File: src/rtl/a2m_pkg.sv
// ----------------------------------------------------------------------------
// a2m_pkg
// Shared types, constants and the crc byte update for the ax.25 to m17
// reframer.
// ----------------------------------------------------------------------------
`timescale 1ns / 1ps
`default_nettype none

package a2m_pkg;

  localparam logic [7:0]  FLAG_BYTE  = 8'h7E;
  localparam logic [7:0]  SYNC_BYTE  = 8'h5D;
  localparam logic [7:0]  TYPE_BYTE  = 8'h00;
  localparam logic [7:0]  PAD_BYTE   = 8'h00;
  localparam logic [4:0]  MIN_FRAME  = 5'd10;
  localparam logic [4:0]  HDR_PLUS2  = 5'd16;
  localparam logic [4:0]  COUNT_SAT  = 5'd17;
  localparam logic [5:0]  BODY_LEN   = 6'd48;
  localparam logic [15:0] CRC_INIT   = 16'hFFFF;
  localparam logic [15:0] CRC_POLY   = 16'h1021;

  localparam int QDEPTH = 4;
  localparam int QAW    = $clog2(QDEPTH);

  typedef enum logic {
    OP_DATA  = 1'b0,
    OP_CLOSE = 1'b1
  } op_t;

  typedef struct packed {
    op_t        op;
    logic       prefix;
    logic [7:0] data;
  } cmd_t;

  function automatic logic [15:0] crc_byte(input logic [15:0] c, input logic [7:0] b);
    logic [15:0] r;
    r = c ^ {b, 8'h00};
    for (int k = 0; k < 8; k++) begin
      if (r[15]) begin
        r = {r[14:0], 1'b0} ^ CRC_POLY;
      end else begin
        r = {r[14:0], 1'b0};
      end
    end
    return r;
  endfunction

endpackage

`default_nettype wire

File: src/rtl/ax25_to_m17_reframer.sv
// an input beat's command is registered in the command queue, its result beat in the output register
// throughput: one input beat per cycle while the queue is not full and frame bytes only pass through;
//   one result beat per cycle while res_stall is low, up to 50 beats for a closing flag
// a four-entry command queue absorbs bursts, input stalls while it is full
// reset: synchronous, clears frame tracking, queue, crc and output valid;
//   no clearing pass, input ready in the first cycle after reset
// ----------------------------------------------------------------------------
// ax25_to_m17_reframer
// Converts a flag-delimited ax.25 byte stream into m17 style frames: strips
// header and fcs, prefixes sync and type, pads to 48 bytes and appends crc.
// ----------------------------------------------------------------------------
`timescale 1ns / 1ps
`default_nettype none

module ax25_to_m17_reframer (
  input  wire        clk,
  input  wire        rst,
  input  wire        rx_valid,
  output logic       rx_stall,
  input  wire [7:0]  rx_byte,
  output logic       res_valid,
  input  wire        res_stall,
  output logic [7:0] out_byte,
  output logic       run_last
);
  import a2m_pkg::*;

  logic push;
  cmd_t push_cmd;
  cmd_t head;
  logic q_valid;
  logic q_full;
  logic pop;

  a2m_front u_front (
    .clk      (clk),
    .rst      (rst),
    .rx_valid (rx_valid),
    .rx_byte  (rx_byte),
    .q_full   (q_full),
    .rx_stall (rx_stall),
    .push     (push),
    .push_cmd (push_cmd)
  );

  a2m_queue u_queue (
    .clk       (clk),
    .rst       (rst),
    .push      (push),
    .push_cmd  (push_cmd),
    .pop       (pop),
    .head      (head),
    .not_empty (q_valid),
    .full      (q_full)
  );

  a2m_back u_back (
    .clk       (clk),
    .rst       (rst),
    .head      (head),
    .q_valid   (q_valid),
    .pop       (pop),
    .res_valid (res_valid),
    .res_stall (res_stall),
    .out_byte  (out_byte),
    .run_last  (run_last)
  );

endmodule

`default_nettype wire

File: src/rtl/a2m_front.sv
// ----------------------------------------------------------------------------
// a2m_front
// Frame tracking: flag detection, byte counting and the two-byte hold that
// strips the fcs. Emits data and close commands into the queue.
// ----------------------------------------------------------------------------
`timescale 1ns / 1ps
`default_nettype none

module a2m_front (
  input  wire              clk,
  input  wire              rst,
  input  wire              rx_valid,
  input  wire [7:0]        rx_byte,
  input  wire              q_full,
  output logic             rx_stall,
  output logic             push,
  output a2m_pkg::cmd_t    push_cmd
);
  import a2m_pkg::*;

  logic       in_frame;
  logic [4:0] frame_count;
  logic [7:0] hold_bytes [2];
  logic       accept;
  logic       is_flag;

  assign rx_stall = q_full;
  assign accept   = rx_valid && !q_full;
  assign is_flag  = (rx_byte == FLAG_BYTE);

  always_comb begin
    push            = 1'b0;
    push_cmd.op     = OP_DATA;
    push_cmd.prefix = 1'b0;
    push_cmd.data   = hold_bytes[1];
    if (accept && in_frame) begin
      if (is_flag && frame_count != 5'd0) begin
        push_cmd.op     = OP_CLOSE;
        push_cmd.prefix = (frame_count <= HDR_PLUS2);
        push            = (frame_count >= MIN_FRAME);
      end else if (frame_count >= HDR_PLUS2) begin
        push_cmd.prefix = (frame_count == HDR_PLUS2);
        push            = 1'b1;
      end
    end
  end

  always_ff @(posedge clk) begin
    if (rst) begin
      in_frame    <= 1'b0;
      frame_count <= 5'd0;
    end else if (accept) begin
      if (!in_frame) begin
        if (is_flag) begin
          in_frame    <= 1'b1;
          frame_count <= 5'd0;
        end
      end else if (is_flag && frame_count != 5'd0) begin
        in_frame <= 1'b0;
      end else if (frame_count < COUNT_SAT) begin
        frame_count <= frame_count + 5'd1;
      end
    end
  end

  always_ff @(posedge clk) begin
    if (accept && in_frame && !(is_flag && frame_count != 5'd0)) begin
      hold_bytes[1] <= hold_bytes[0];
      hold_bytes[0] <= rx_byte;
    end
  end

endmodule

`default_nettype wire

File: src/rtl/a2m_queue.sv
// ----------------------------------------------------------------------------
// a2m_queue
// Small command queue between the frame tracker and the output sequencer.
// ----------------------------------------------------------------------------
`timescale 1ns / 1ps
`default_nettype none

module a2m_queue (
  input  wire              clk,
  input  wire              rst,
  input  wire              push,
  input  wire a2m_pkg::cmd_t push_cmd,
  input  wire              pop,
  output a2m_pkg::cmd_t    head,
  output logic             not_empty,
  output logic             full
);
  import a2m_pkg::*;

  cmd_t           entries [QDEPTH];
  logic [QAW-1:0] wr_ptr;
  logic [QAW-1:0] rd_ptr;
  logic [QAW:0]   count;

  assign head      = entries[rd_ptr];
  assign not_empty = (count != '0);
  assign full      = (count == (QAW+1)'(QDEPTH));

  always_ff @(posedge clk) begin
    if (rst) begin
      wr_ptr <= '0;
      rd_ptr <= '0;
      count  <= '0;
    end else begin
      if (push) begin
        wr_ptr <= wr_ptr + 1'b1;
      end
      if (pop) begin
        rd_ptr <= rd_ptr + 1'b1;
      end
      if (push && !pop) begin
        count <= count + 1'b1;
      end else if (pop && !push) begin
        count <= count - 1'b1;
      end
    end
  end

  always_ff @(posedge clk) begin
    if (push) begin
      entries[wr_ptr] <= push_cmd;
    end
  end

endmodule

`default_nettype wire

File: src/rtl/a2m_back.sv
// ----------------------------------------------------------------------------
// a2m_back
// Output sequencer: expands each command into body bytes, zero padding and
// the crc, one beat per cycle while the output is not stalled, into a registered output.
// ----------------------------------------------------------------------------
`timescale 1ns / 1ps
`default_nettype none

module a2m_back (
  input  wire              clk,
  input  wire              rst,
  input  wire a2m_pkg::cmd_t head,
  input  wire              q_valid,
  output logic             pop,
  output logic             res_valid,
  input  wire              res_stall,
  output logic [7:0]       out_byte,
  output logic             run_last
);
  import a2m_pkg::*;

  typedef enum logic [3:0] {
    PH_HEAD = 4'b0001,
    PH_TYPE = 4'b0010,
    PH_MAIN = 4'b0100,
    PH_CRCH = 4'b1000
  } ph_t;

  ph_t         ph;
  ph_t         ph_next;
  logic [15:0] crc;
  logic [5:0]  sent;
  logic [15:0] crc_base;
  logic [5:0]  sent_base;
  logic [15:0] crc_next;
  logic [5:0]  sent_next;
  logic        step;
  logic        body;
  logic        last;
  logic        do_main;
  logic [7:0]  byte_next;

  assign step = q_valid && (!res_valid || !res_stall);

  always_comb begin
    crc_base  = crc;
    sent_base = sent;
    if (ph == PH_HEAD && head.prefix) begin
      crc_base  = CRC_INIT;
      sent_base = 6'd0;
    end
  end

  always_comb begin
    ph_next   = ph;
    byte_next = head.data;
    body      = 1'b0;
    last      = 1'b0;
    pop       = 1'b0;
    do_main   = 1'b0;
    case (ph)
      PH_HEAD: begin
        if (head.prefix) begin
          byte_next = SYNC_BYTE;
          body      = 1'b1;
          ph_next   = PH_TYPE;
        end else begin
          do_main = 1'b1;
        end
      end
      PH_TYPE: begin
        byte_next = TYPE_BYTE;
        body      = 1'b1;
        ph_next   = PH_MAIN;
      end
      PH_MAIN: begin
        do_main = 1'b1;
      end
      PH_CRCH: begin
        byte_next = crc[15:8];
        last      = 1'b1;
        pop       = step;
        ph_next   = PH_HEAD;
      end
      default: begin
        ph_next = PH_HEAD;
      end
    endcase
    if (do_main) begin
      if (head.op == OP_DATA) begin
        byte_next = head.data;
        body      = 1'b1;
        last      = 1'b1;
        pop       = step;
        ph_next   = PH_HEAD;
      end else if (sent_base < BODY_LEN) begin
        byte_next = PAD_BYTE;
        body      = 1'b1;
        ph_next   = PH_MAIN;
      end else begin
        byte_next = crc_base[7:0];
        ph_next   = PH_CRCH;
      end
    end
  end

  assign crc_next  = crc_byte(crc_base, byte_next);
  assign sent_next = (sent_base < BODY_LEN) ? sent_base + 6'd1 : sent_base;

  always_ff @(posedge clk) begin
    if (rst) begin
      ph        <= PH_HEAD;
      crc       <= CRC_INIT;
      sent      <= 6'd0;
      res_valid <= 1'b0;
    end else begin
      if (step) begin
        ph        <= ph_next;
        res_valid <= 1'b1;
        if (body) begin
          crc  <= crc_next;
          sent <= sent_next;
        end
      end else if (!res_stall) begin
        res_valid <= 1'b0;
      end
    end
  end

  always_ff @(posedge clk) begin
    if (step) begin
      out_byte <= byte_next;
      run_last <= last;
    end
  end

endmodule

`default_nettype wire

File: config.mk
export PLATFORM = sky130hd
export DESIGN_NAME = ax25_to_m17_reframer
export DESIGN_NICKNAME = d
export VERILOG_FILES = /design/src/rtl/a2m_pkg.sv /design/src/rtl/ax25_to_m17_reframer.sv /design/src/rtl/a2m_front.sv /design/src/rtl/a2m_queue.sv /design/src/rtl/a2m_back.sv
export SDC_FILE = /design/constraint.sdc
export NUM_CORES = 1
export LEC_CHECK = 0
export BUFFER_PORTS_ARGS = -buffer_cell sky130_fd_sc_hd__clkbuf_2
export CAP_MARGIN = 15
export CORE_UTILIZATION = 50
export DETAILED_ROUTE_END_ITERATION = 8
export PLACE_DENSITY = 0.67
export SYNTH_ARGS = -nofsm -noshare
export SYNTH_HDL_FRONTEND = slang
export SYNTH_SLANG_ARGS = --single-unit
File: constraint.sdc
create_clock -name clk -period 3.6 [get_ports clk]
set_clock_uncertainty 0.15 [all_clocks]
set_input_delay 0.36 -clock clk [delete_from_list [all_inputs] [get_ports clk]]
set_output_delay 0.36 -clock clk [all_outputs]
set_load 0.02 [all_outputs]
==> flow_summary.yaml <==
worst_hold_path:
  min_delay_path_depth: 1
  holdCritStartpoint: "rx_byte[7]"
  min_path_type: "input pin to register"
grt:
  grt_max_degree: 37
  overflow: 0
  gr-usage-all-layers_pct: 20.8
  grt_pass1_vias: 3269
  grt_pass1_wl_um: 16300
  antenna_found_initial: 0
floorplan:
  die-area_sq_mm: 0.0104
  start_util_pct: 51.6
  num_io_pins: 23
  core_area_sq_mm: 0.00973
  rows: 36
  die_h_um: 102
  die_w_um: 102
status:
  status: "finished, final reports clean"
synthesis:
  synth_enable_flop_cells: 65
  ys_async_sr_fraction_pct: 0
  synth_nets: 457
  yosys_warnings: 0
  synthTopCellsByArea: "edfxtp_1 39%, dfxtp_1 17%, mux4_2 3.6%, nor2_1 3.2%, nand2_1 2.7%"
  post-synth-top-count-cell: "edfxtp_1"
  synth_commonest_cells: "65 x edfxtp_1, 43 x nor2_1, 42 x dfxtp_1"
  synth.largest_area_cell: "edfxtp_1"
  avgSynthCellArea_sq_um: 11.5
  ys_types: 69
  netlist_area_sq_mm: 0.00502
  ys_ff_latch: 107
  synth_cells: 435
  synthFlopType: "edfxtp_1"
  synth_top_area_share_pct: 38.9
  ys_seq_area_share_pct: 55.6
critical_path:
  crit_type: "input pin to register"
  r2r_slack_ns: 0.38
  timing.rr.start: "u_back.ph[2]"
  worstPathArrival_ns: 3.45
  cp_max_fo: 4
  cp-start-kind: "input pin"
  cp.required_ns: 3.76
  reg2reg_depth: 12
  critPathLaunch: "rx_byte[5]"
  end_kind: "register"
drt:
  first_pass_iters: 4
  vias: 3448
  ant_nets: 0
  drtIter0Drc: 223
  drt-total-wl_um: 9900
  vias_per_cell: 5.76
  wire_per_inst_um: 16.5
  drc: 0
power_and_ir_drop:
  worst_ir_drop_vdd_uv: 183
  power.leakage_nw: 1.96
  p_per_area_mw_per_mm2: 374
sta:
  slew_headroom_pct: 36.6
  finalSetupViolations: 0
  worstMarginPinSlew_ns: 0.944
  fin_crit_sh_pct: 91.3
  period_minus_slack_ns: 3.29
  setup-tns-final_ns: 0
  finalHoldViolCount: 0
  grt_setup_unrepaired: "false"
  final_max_slew_viol_count: 0
  max_freq_mhz: 304
clock_network:
  cts_resized: 0
  clk_latency_ns: 0.38
  root_buffer: "clkbuf_8"
  h-tree-depth: 3
  clk_pin_slew_ns: 0.12
  cts_buffer_depth: 2
  cts_sinks: 107
  cts_tree: "built"
  numCtsBuffers: 9
placed_design:
  port_buffers: 22
  placed_area_sq_mm: 0.00526
  gp_congestion: 0.853
  dp_hpwl_um: 6860
finish:
  regArea_sq_mm: 0.00279
  multiInputGateArea_sq_mm: 0.00209
  drive_above_1_share_pct: 15.7
  design_area_sq_mm: 0.00555
  antenna_cells: 0
  syn_to_final_growth_pct: 10.5
  nets: 483
  fin_util_pct: 57.0
  fill_cells: 822
run:
  drv_cap: 0
[worst max-delay path, cell delays in order]
cell and delay (ns):
dlygate4sd3_1 0.52, clkbuf_2 0.11, nand4b_1 0.10, or4b_2 0.70, nor2_1 0.14, nor2_1 0.05, nor2_1 0.13, ha_1 0.22
inv_1 0.07, fa_1 0.43, xor2_1 0.16, or3_1 0.31, a21oi_1 0.14
[placed cells by master (no fill, tap or decap), types with 3 or more instances in the layout]
master,count
a211oi_1,3
nand3_1,12
o211ai_1,7
edfxtp_1,65
ha_1,9
or3_1,6
mux4_2,8
nand2_1,36
inv_8,3
nor2b_1,3
and3_1,17
buf_4,9
nor4b_1,3
nor2_1,43
a21o_1,3
dlygate4sd3_1,7
nor4_1,4
nor3_1,9
a22oi_1,3
clkbuf_2,22
clkbuf_8,9
inv_1,10
a21oi_1,24
mux2i_1,7
xor2_1,10
o21ai_1,5
dfxtp_1,42
nand4_1,4
o21ai_0,13
xnor2_1,7
and2_1,8
[routing by layer]
layer	wire [um]	track usage, %	share of wire, %
met2	4850	34.6	49
met5	0	0	0
met1	4500	27.8	45
met4	175	8.24	1.8
met3	365	2.80	3.7
[final timing paths]
check	to
min reg2reg	u_front.hold_bytes[0][12]
max reg2reg	u_queue.count[2]
min	u_front.hold_bytes[0][7]
max	u_queue.count[2]
[stage by stage]
| step | power, mW | hold slack, ns | std cells | setup WS (ns) |
|---|---|---|---|---|
| after floorplan | 1.32 | 0.250 | 435 | 0.502 |
| after global placement | 1.33 | 0.258 | 576 | 0.486 |
| after detailed placement | 1.33 | 0.255 | 576 | 0.398 |
| after CTS | 2.09 | 0.00333 | 598 | 0.328 |
| after global routing | 2.14 | 0.00151 | 599 | 0.176 |
| final | 2.08 | 0.0137 | 599 | 0.315 |
[timing repair]
item                                   4_1_cts  5_1_grt
buffers inserted                             0        0
hold buffers                                 6        1
endpoints found under the hold margin        6        1
[cell type report]
class,count,area share (%)
flip-flops and latches,107,50.3
well taps,133,3.00
inverters,10,0.677
clock buffers,9,2.23
multi-input cells,295,37.6
clock inverters,7,1.65
repair buffers,38,4.47
[where the power goes]
group	internal, mW	leakage (nW)	switching [mW]
clock network	0.290	0.108	0.474
registers	1.28	0.903	0.000122
logic	0.0111	0.946	0.0157
total	1.59	1.96	0.490
[kinds of logic (layout without fill, tap and decap cells)]
kind of cell | after synthesis | count (layout) | share of synthesized area, %
AND/OR/NAND/NOR | 161 | 161 | 16.7
XOR/XNOR | 19 | 19 | 3.61
AO/OA/AOI/OAI | 87 | 87 | 12.4
multiplexers | 18 | 18 | 6.26
flip-flops | 107 | 107 | 55.6
adder cells (fa/ha/maj) | 10 | 10 | 2.64
buffers and inverters | 33 | 64 | 2.77
[registers in the layout (all words and copies together), names as in the netlist, named ones only]
| register | flops |
|---|---|
| u_front.hold_bytes | 16 |
| u_front.frame_count | 5 |
| u_back.crc | 16 |
| u_back.out_byte | 8 |
| u_back.run_last | 1 |
| u_queue.rd_ptr | 2 |
| u_back.ph | 4 |
| u_queue.entries | 40 |
| u_queue.count | 3 |
| u_front.in_frame | 1 |
| u_queue.wr_ptr | 2 |
| u_back.res_valid | 1 |
| u_back.sent | 6 |
(Power assumes the default switching activity.)
